**src/hw/rtl/ptbg_pkg.sv**
```systemverilog
package ptbg_pkg;

  localparam int TS_W    = 64;
  localparam int RATE_W  = 32;
  localparam int BKT_W   = 20;
  localparam int TOK_W   = 21;
  localparam int CNT_W   = 16;
  localparam int PORT_W  = 3;
  localparam int MOVE_W  = 11;
  localparam int CFG_W   = 32;
  localparam int CFG_A_W = 2;

  typedef logic [TS_W-1:0]    stamp_t;
  typedef logic [TOK_W-1:0]   token_t;
  typedef logic [CNT_W-1:0]   count_t;
  typedef logic [PORT_W-1:0]  port_id_t;
  typedef logic [MOVE_W-1:0]  move_t;
  typedef logic [CFG_W-1:0]   cfg_data_t;
  typedef logic [CFG_A_W-1:0] cfg_index_t;

  typedef enum logic {
    OP_START = 1'b0,
    OP_POLL  = 1'b1
  } op_t;

  localparam cfg_index_t REG_SHAPING_ENABLE  = 2'd0;
  localparam cfg_index_t REG_RATE_PER_CYCLE  = 2'd1;
  localparam cfg_index_t REG_BUCKET_BYTES    = 2'd2;
  localparam cfg_index_t REG_QUEUE_THRESHOLD = 2'd3;

  localparam logic [BKT_W-1:0] BUCKET_RESET    = 20'd65536;
  localparam count_t           THRESHOLD_RESET = 16'd64;

endpackage

```
**src/hw/rtl/port_token_bucket_tx_gate.sv**
```systemverilog
// per-port token bucket transmit shaper
// input channel (in_valid / in_stall): one event per beat, a start that
// loads the port's time and fills its bucket, or a poll that, with shaping
// enabled, refills the bucket from elapsed cycles and gates the port when it
// holds less than one bucket, and otherwise reports the top-up move count and
// whether the head packet goes out, taking its length from the tokens.
// output channel (out_valid / out_stall): exactly one result beat per event.
// config port: cfg_write with cfg_index / cfg_data, written only while idle:
// a rule for the user that the block does not enforce. a new event is taken
// only after the one before leaves its last step. the per-port state sits in
// two memories with a registered read, and the 32x64 refill product goes
// through one shared 32x32 multiplier in two passes, followed by a sum and
// a saturate step before the write-back. a result waiting under out_stall
// does not block the next input beat; the event after it holds in its last
// step until the output register frees. reset clears the config registers
// to their defaults, empties the pipeline and marks every port entry
// unwritten, so it reads as zero time and zero tokens until its first write.
module port_token_bucket_tx_gate #(
  parameter int PORTS     = 8,
  parameter int FRAC_BITS = 16,
  parameter int MAX_BURST = 1024
) (
  input  logic                 clk,
  input  logic                 rst,
  input  logic                 cfg_write,
  input  ptbg_pkg::cfg_index_t cfg_index,
  input  ptbg_pkg::cfg_data_t  cfg_data,
  input  logic                 in_valid,
  output logic                 in_stall,
  input  logic                 operation,
  input  ptbg_pkg::port_id_t   port,
  input  ptbg_pkg::stamp_t     timestamp,
  input  ptbg_pkg::count_t     tx_queue_count,
  input  ptbg_pkg::count_t     long_queue_count,
  input  ptbg_pkg::count_t     head_length,
  output logic                 out_valid,
  input  logic                 out_stall,
  output logic                 gated,
  output ptbg_pkg::move_t      move_count,
  output logic                 send,
  output ptbg_pkg::token_t     token_level
);
  import ptbg_pkg::*;

  localparam int IDX_W  = (PORTS > 1) ? $clog2(PORTS) : 1;
  localparam int PROD_W = TS_W + RATE_W;
  localparam count_t BURST_MAX = CNT_W'(MAX_BURST);

  typedef enum logic [2:0] {
    ST_IDLE, ST_RD, ST_MUL_LO, ST_MUL_HI, ST_SUM, ST_REF, ST_FIN
  } state_t;

  state_t state;

  // config registers
  logic              shaping_enable;
  logic [RATE_W-1:0] rate_per_cycle;
  logic [BKT_W-1:0]  bucket_bytes;
  count_t            queue_threshold;

  // latched event
  op_t              op_q;
  logic [IDX_W-1:0] idx_q;
  logic             in_range_q;
  stamp_t           ts_q;
  count_t           txc_q;
  count_t           lqc_q;
  count_t           hlen_q;

  // port memories
  stamp_t           mem_last [PORTS];
  token_t           mem_tok [PORTS];
  logic [PORTS-1:0] written;
  stamp_t           rd_last;
  token_t           rd_tok;
  logic             rd_vld;

  // datapath registers
  stamp_t              elapsed;
  logic [2*RATE_W-1:0] prod_lo;
  logic [2*RATE_W-1:0] prod_hi;
  logic [PROD_W-1:0]   product;
  token_t              tok_ref;
  count_t              move_q;

  logic             in_accept;
  logic [IDX_W-1:0] in_idx;
  logic             in_range;
  logic             out_blocked;
  logic             mem_we;
  logic             fin_we;

  logic [RATE_W-1:0]   mul_b;
  logic [2*RATE_W-1:0] mul_p;

  count_t gap;
  count_t move_next;

  token_t            t_cur;
  token_t            cap;
  logic              at_cap;
  token_t            room;
  logic [PROD_W-1:0] shifted;
  logic              big;
  token_t            add;
  token_t            tok_ref_next;

  logic   gated_next;
  logic   send_next;
  token_t level_next;
  count_t move_fin;

  assign in_accept   = in_valid && !in_stall;
  assign in_stall    = rst || (state != ST_IDLE);
  assign in_idx      = IDX_W'(port);
  assign in_range    = ({1'b0, port} < (PORT_W + 1)'(PORTS)) || (PORTS > (1 << PORT_W));
  assign out_blocked = out_valid && out_stall;
  assign mem_we      = (state == ST_FIN) && !out_blocked && fin_we;

  // one multiplier, two passes over the elapsed count
  assign mul_b = (state == ST_MUL_LO) ? elapsed[RATE_W-1:0] : elapsed[TS_W-1:RATE_W];
  assign mul_p = {{RATE_W{1'b0}}, rate_per_cycle} * {{RATE_W{1'b0}}, mul_b};

  // top-up from the overflow queue
  always_comb begin
    gap       = queue_threshold - txc_q;
    move_next = '0;
    if ((txc_q < queue_threshold) && (lqc_q != '0)) begin
      move_next = (gap >= lqc_q) ? lqc_q : gap;
      if (move_next > BURST_MAX) begin
        move_next = BURST_MAX;
      end
    end
  end

  // refill with saturation at twice the bucket
  always_comb begin
    t_cur   = rd_vld ? rd_tok : '0;
    cap     = {bucket_bytes, 1'b0};
    at_cap  = (t_cur >= cap);
    room    = at_cap ? '0 : cap - t_cur;
    shifted = product >> FRAC_BITS;
    big     = |shifted[PROD_W-1:TOK_W];
    add     = (big || (shifted[TOK_W-1:0] >= room)) ? room : shifted[TOK_W-1:0];
    if (!shaping_enable) begin
      tok_ref_next = t_cur;
    end else if (at_cap) begin
      tok_ref_next = cap;
    end else begin
      tok_ref_next = t_cur + add;
    end
  end

  // final decision and write-back value
  always_comb begin
    gated_next = 1'b0;
    send_next  = 1'b0;
    move_fin   = '0;
    level_next = '0;
    fin_we     = 1'b0;
    if (in_range_q) begin
      unique case (op_q)
        OP_START: begin
          level_next = {1'b0, bucket_bytes};
          fin_we     = 1'b1;
        end
        OP_POLL: begin
          fin_we     = shaping_enable;
          level_next = tok_ref;
          if (shaping_enable && (tok_ref < {1'b0, bucket_bytes})) begin
            gated_next = 1'b1;
          end else begin
            move_fin  = move_q;
            send_next = (txc_q != '0) || (move_q != '0);
            if (send_next && shaping_enable) begin
              level_next = (tok_ref > {{(TOK_W-CNT_W){1'b0}}, hlen_q}) ?
                           tok_ref - {{(TOK_W-CNT_W){1'b0}}, hlen_q} : '0;
            end
          end
        end
        default: begin
          level_next = '0;
        end
      endcase
    end
  end

  // memories
  always_ff @(posedge clk) begin
    if (mem_we) begin
      mem_last[idx_q] <= ts_q;
      mem_tok[idx_q]  <= level_next;
    end
    if (in_accept) begin
      rd_last <= mem_last[in_idx];
      rd_tok  <= mem_tok[in_idx];
    end
  end

  // control, config and datapath
  always_ff @(posedge clk) begin
    if (rst) begin
      state           <= ST_IDLE;
      shaping_enable  <= 1'b0;
      rate_per_cycle  <= '0;
      bucket_bytes    <= BUCKET_RESET;
      queue_threshold <= THRESHOLD_RESET;
      written         <= '0;
      rd_vld          <= 1'b0;
      out_valid       <= 1'b0;
    end else begin
      if (cfg_write) begin
        unique case (cfg_index)
          REG_SHAPING_ENABLE:  shaping_enable  <= cfg_data[0];
          REG_RATE_PER_CYCLE:  rate_per_cycle  <= cfg_data[RATE_W-1:0];
          REG_BUCKET_BYTES:    bucket_bytes    <= cfg_data[BKT_W-1:0];
          REG_QUEUE_THRESHOLD: queue_threshold <= cfg_data[CNT_W-1:0];
          default: ;
        endcase
      end
      if ((state == ST_FIN) && !out_blocked) begin
        out_valid <= 1'b1;
      end else if (out_valid && !out_stall) begin
        out_valid <= 1'b0;
      end
      if (mem_we) begin
        written[idx_q] <= 1'b1;
      end
      unique case (state)
        ST_IDLE: begin
          if (in_accept) begin
            rd_vld <= in_range && written[in_idx];
            state  <= ST_RD;
          end
        end
        ST_RD:     state <= ST_MUL_LO;
        ST_MUL_LO: state <= ST_MUL_HI;
        ST_MUL_HI: state <= ST_SUM;
        ST_SUM:    state <= ST_REF;
        ST_REF:    state <= ST_FIN;
        ST_FIN: begin
          if (!out_blocked) begin
            state <= ST_IDLE;
          end
        end
        default: state <= ST_IDLE;
      endcase
    end
  end

  // payload registers
  always_ff @(posedge clk) begin
    if (in_accept) begin
      op_q       <= op_t'(operation);
      idx_q      <= in_idx;
      in_range_q <= in_range;
      ts_q       <= timestamp;
      txc_q      <= tx_queue_count;
      lqc_q      <= long_queue_count;
      hlen_q     <= head_length;
    end
    unique case (state)
      ST_RD: begin
        elapsed <= ts_q - (rd_vld ? rd_last : '0);
        move_q  <= move_next;
      end
      ST_MUL_LO: prod_lo <= mul_p;
      ST_MUL_HI: prod_hi <= mul_p;
      ST_SUM:    product <= {{RATE_W{1'b0}}, prod_lo} + {prod_hi, {RATE_W{1'b0}}};
      ST_REF:    tok_ref <= tok_ref_next;
      ST_FIN: begin
        if (!out_blocked) begin
          gated       <= gated_next;
          move_count  <= move_fin[MOVE_W-1:0];
          send        <= send_next;
          token_level <= level_next;
        end
      end
      default: ;
    endcase
  end

  // checks
  a_accept_starts: assert property (@(posedge clk) disable iff (rst)
    in_accept |=> state == ST_RD)
    else $error("accepted beat did not start a memory read");

  a_no_rw_overlap: assert property (@(posedge clk) disable iff (rst)
    mem_we |-> !in_accept)
    else $error("write-back overlaps a new read");

  a_fin_delivers: assert property (@(posedge clk) disable iff (rst)
    (state == ST_FIN) && !out_blocked |=> out_valid && state == ST_IDLE)
    else $error("finished event not presented");

  a_gated_quiet: assert property (@(posedge clk) disable iff (rst)
    out_valid && gated |-> !send && move_count == '0)
    else $error("gated result moves or sends");

endmodule
```
**config.mk**
```make
export PLATFORM = sky130hd
export DESIGN_NAME = port_token_bucket_tx_gate
export DESIGN_NICKNAME = d
export VERILOG_FILES = /design/src/hw/rtl/ptbg_pkg.sv /design/src/hw/rtl/port_token_bucket_tx_gate.sv
export SDC_FILE = /design/constraint.sdc
export NUM_CORES = 2
export LEC_CHECK = 0
export BUFFER_PORTS_ARGS = -buffer_cell sky130_fd_sc_hd__buf_2
export CAP_MARGIN = 10
export CORE_AREA = 2 2 332 465
export CTS_CLUSTER_DIAMETER = 100
export DETAILED_ROUTE_END_ITERATION = 10
export DIE_AREA = 0 0 334 467
export PLACE_DENSITY = 0.79
export SYNTH_ARGS = -nofsm -noshare
export SYNTH_HDL_FRONTEND = slang
export SYNTH_SLANG_ARGS = --single-unit
export TNS_END_PERCENT = 1
```
**constraint.sdc**
```tcl
create_clock -name clk -period 28.1 [get_ports clk]
set_clock_uncertainty 0.1 [all_clocks]
set_input_delay 2.81 -clock clk [delete_from_list [all_inputs] [get_ports clk]]
set_output_delay 2.81 -clock clk [all_outputs]
set_load 0.05 [all_outputs]
```
==> impl_metrics.ini <==
[cells_and_area]
finalNetCount = 9177
flow.area_growth_from_synthesis_pct = 7.171
area.sequential_um2 = 37930
multi_input_comb_area_um2 = 47360
share_of_layout_cells_above_drive_strength_1_pct = 10.19
nFillCells = 11130
fin_cells = 9708

[timing]
timing.final.max_slew_violations = 0
finalSetupViolations = 0
final-hold-violation-count = 0
worst_slew_pin_slew_ns = 1.236
achievable-frequency_mhz = 97.17
unrepaired_setup_endpoints_after_global_routing = false
period_needed_ns = 10.29
timing.final.crit_share_pct = 36.62
max-slew-margin-rel_pct = 17.30
fin_tns_setup_ns = 0

[yosys]
yosysUniqueCellTypes = 97
synth_sequential_area_ratio_pct = 41.89
synth-warning-count = 0
synthXorXnorAreaFrac_pct = 2.351
yosys-mux-area-fraction_pct = 5.937
synth_top_family_by_area = adder cells
synthDominantCellAreaShare_pct = 40.07
synth_async_sr_flop_share_pct = 0
synth_adder_area_share_pct = 26.68
ys_ff_latch = 1290
synth_flop_cell = sky130_fd_sc_hd__edfxtp_1
synthesis.instances = 7621
synth-compound-area-share_pct = 6.270
number_of_flops_mapped_to_enable_cells_by_yosys = 1208
postSynthAreaPerCell_um2 = 11.88
yosys.area_share.simple_pct = 10.96
synth.top_cells.by_area = sky130_fd_sc_hd__edfxtp_1, sky130_fd_sc_hd__fa_1, sky130_fd_sc_hd__ha_1
syn_area_um2 = 90520
synth_top_cell_by_area = sky130_fd_sc_hd__edfxtp_1

[hold_path]
whs_path_depth = 0
worst_hold_path_type = reg2reg

[cts]
cts_sinks = 1290
cts-resized-gates = 0
cts_hold_repair.buffers = 0
cts_inserted_buffers = 116
clk_path_buf_depth = 3
cts.repair_timing.setup_buffer_count = 0
clk_pin_slew_ns = 0.07
tritoncts = built
clk_latency_ns = 0.79
root_buffer = sky130_fd_sc_hd__clkbuf_16
cts-htree-levels = 3

[place]
dpl.cell_count = 9480
finalWeightedCongestion = 1.009
numPortBuffers = 190
dpl.hpwl_mm = 174.9

[floorplanning]
die_y_um = 467
die_width_um = 334
die-area_um2 = 156000
placement_rows = 169
initial_core_util_pct = 59.79
placeableCoreArea_um2 = 151400
ios = 191

[critical_path]
critPathRequiredTime_ns = 28.52
cp_num_buf_inv = 4
worst-r2r-cell-count = 26
critPathMostFrequentCell = sky130_fd_sc_hd__fa_1
cp_num_cells = 26
timing_worst_setup_path_type = reg2reg
cpPeakStageDelay_ns = 0.92
critPathCaptureType = flip-flop
timing.critical_path.arrival_ns = 10.71
critical_path.slowest_cell = sky130_fd_sc_hd__nor2b_4
critical_path.top_delay_family = adder cells
timing.critical_path.fanout_max = 33
startpoint_type = flip-flop

[route]
drc = 0
first_iter_violations = 5469
antenna_violating_nets_post_route = 0
drt-pass1-iter-count = 6
routed_via_count = 59530
via_per_inst = 6.132
routedWlPerCell_um = 24.57
totalWireLength_mm = 238.6

[power_and_ir_drop]
internal_pwr_total_mw = 3.571
ir_worst_vdd_v = 0.00006429
combPwrFrac_pct = 27.7
switching_power_mw = 1.755
switching_share_pct = 32.96
power_density_nw_per_um2 = 54.91
p_clk_share_pct = 30.0
power.static_leakage_nw = 39.52
seq_power_share_pct = 42.3

[grt]
antenna_violations_before_repair = 10
wire_length_of_the_first_global_routing_pass_mm = 366.3
grt_pass1_vias = 62820
gr-total-overflow = 0
grt_max_degree = 84
overall_track_demand_over_capacity_in_global_routing_pct = 31.17

[outcome]
outcome = completed

[job]
cap_violations = 0
## state kept, by name (all words and copies together), names as in the netlist, 48 cells and up
signal,cells
mem_last,512
mem_tok,168
prod_lo,48
elapsed,64
product,80
ts_q,64
prod_hi,64
rd_last,64
## cells in the final DEF (no fill, tap or decap), types with 168 or more instances in the layout
cell type and count:
sky130_fd_sc_hd__a21oi_1 351, sky130_fd_sc_hd__and2_1 501, sky130_fd_sc_hd__buf_2 186, sky130_fd_sc_hd__edfxtp_1 1208, sky130_fd_sc_hd__fa_1 902, sky130_fd_sc_hd__ha_1 487, sky130_fd_sc_hd__inv_1 1059, sky130_fd_sc_hd__mux4_2 172
sky130_fd_sc_hd__nand2_1 971, sky130_fd_sc_hd__nor2_1 220, sky130_fd_sc_hd__xnor2_1 168
## through the flow
step	util (%)	hold slack [ns]	setup slack [ns]	power (mW)	cell area, µm²
global route	64.06	0.3264	17.29	5.532	96990
detailed placement	61.53	0.3091	17.93	3.739	93150
CTS	64.06	0.3187	17.89	5.331	96980
floorplan	-	0.3003	17.12	3.215	90530
global placement	61.53	0.3050	18.17	3.717	93150
finish	64.08	0.3145	17.81	5.327	97010
## synthesized netlist by cell type (82+ instances only)
master,count
sky130_fd_sc_hd__a21o_1,104
sky130_fd_sc_hd__a21oi_1,351
sky130_fd_sc_hd__and2_1,502
sky130_fd_sc_hd__clkbuf_1,334
sky130_fd_sc_hd__dfxtp_1,82
sky130_fd_sc_hd__edfxtp_1,1208
sky130_fd_sc_hd__fa_1,902
sky130_fd_sc_hd__ha_1,487
sky130_fd_sc_hd__inv_1,1059
sky130_fd_sc_hd__mux2_2,119
sky130_fd_sc_hd__mux4_2,172
sky130_fd_sc_hd__nand2_1,971
sky130_fd_sc_hd__nand3_1,84
sky130_fd_sc_hd__nor2_1,227
sky130_fd_sc_hd__o21ai_0,150
sky130_fd_sc_hd__xnor2_1,168
## final cells by class
class,instances,share of cell area [%]
diodes,9,0.02322
multi-input cells,4915,48.82
repair buffers,251,1.474
clock buffers,152,3.248
inverters,1059,4.098
clock inverters,66,0.6978
flip-flops and latches,1290,39.10
well taps,1966,2.536
## final timing paths
kind	start	to	slack, ns
worst min register to register	prod_lo[28]	product[28]	0.31
worst max-delay path	state[1]	prod_lo[59]	17.81
worst max register to register	state[1]	prod_lo[59]	17.81
worst min-delay path	prod_lo[28]	product[28]	0.31
## layer usage
layer / wire length, µm / track usage, % / vias to the layer above
met4: 16800 / 19.66 / 6
met5: 36 / 0 / -
met3: 19040 / 5.432 / 824
met1: 83370 / 36.92 / 30220
met2: 119300 / 52.96 / 2852
li1: - / - / 25630
## power groups by stage
stage                     sequential [mW]  clock, mW  combinational, mW
final                                2.25       1.60               1.48
after CTS                            2.25       1.62               1.46
after global placement               2.29          0               1.42
after global routing                 2.26       1.68               1.59
after floorplan                      2.27          0              0.945
after detailed placement             2.29          0               1.45
## cell families after synthesis
logic type	Yosys count
buf+inv	1420
fa+ha+maj	1389
other cells	1
xor+xnor	243
compound gates	891
simple gates	2080
mux	307
flops	1290
Power figures use the tool's default switching activity.
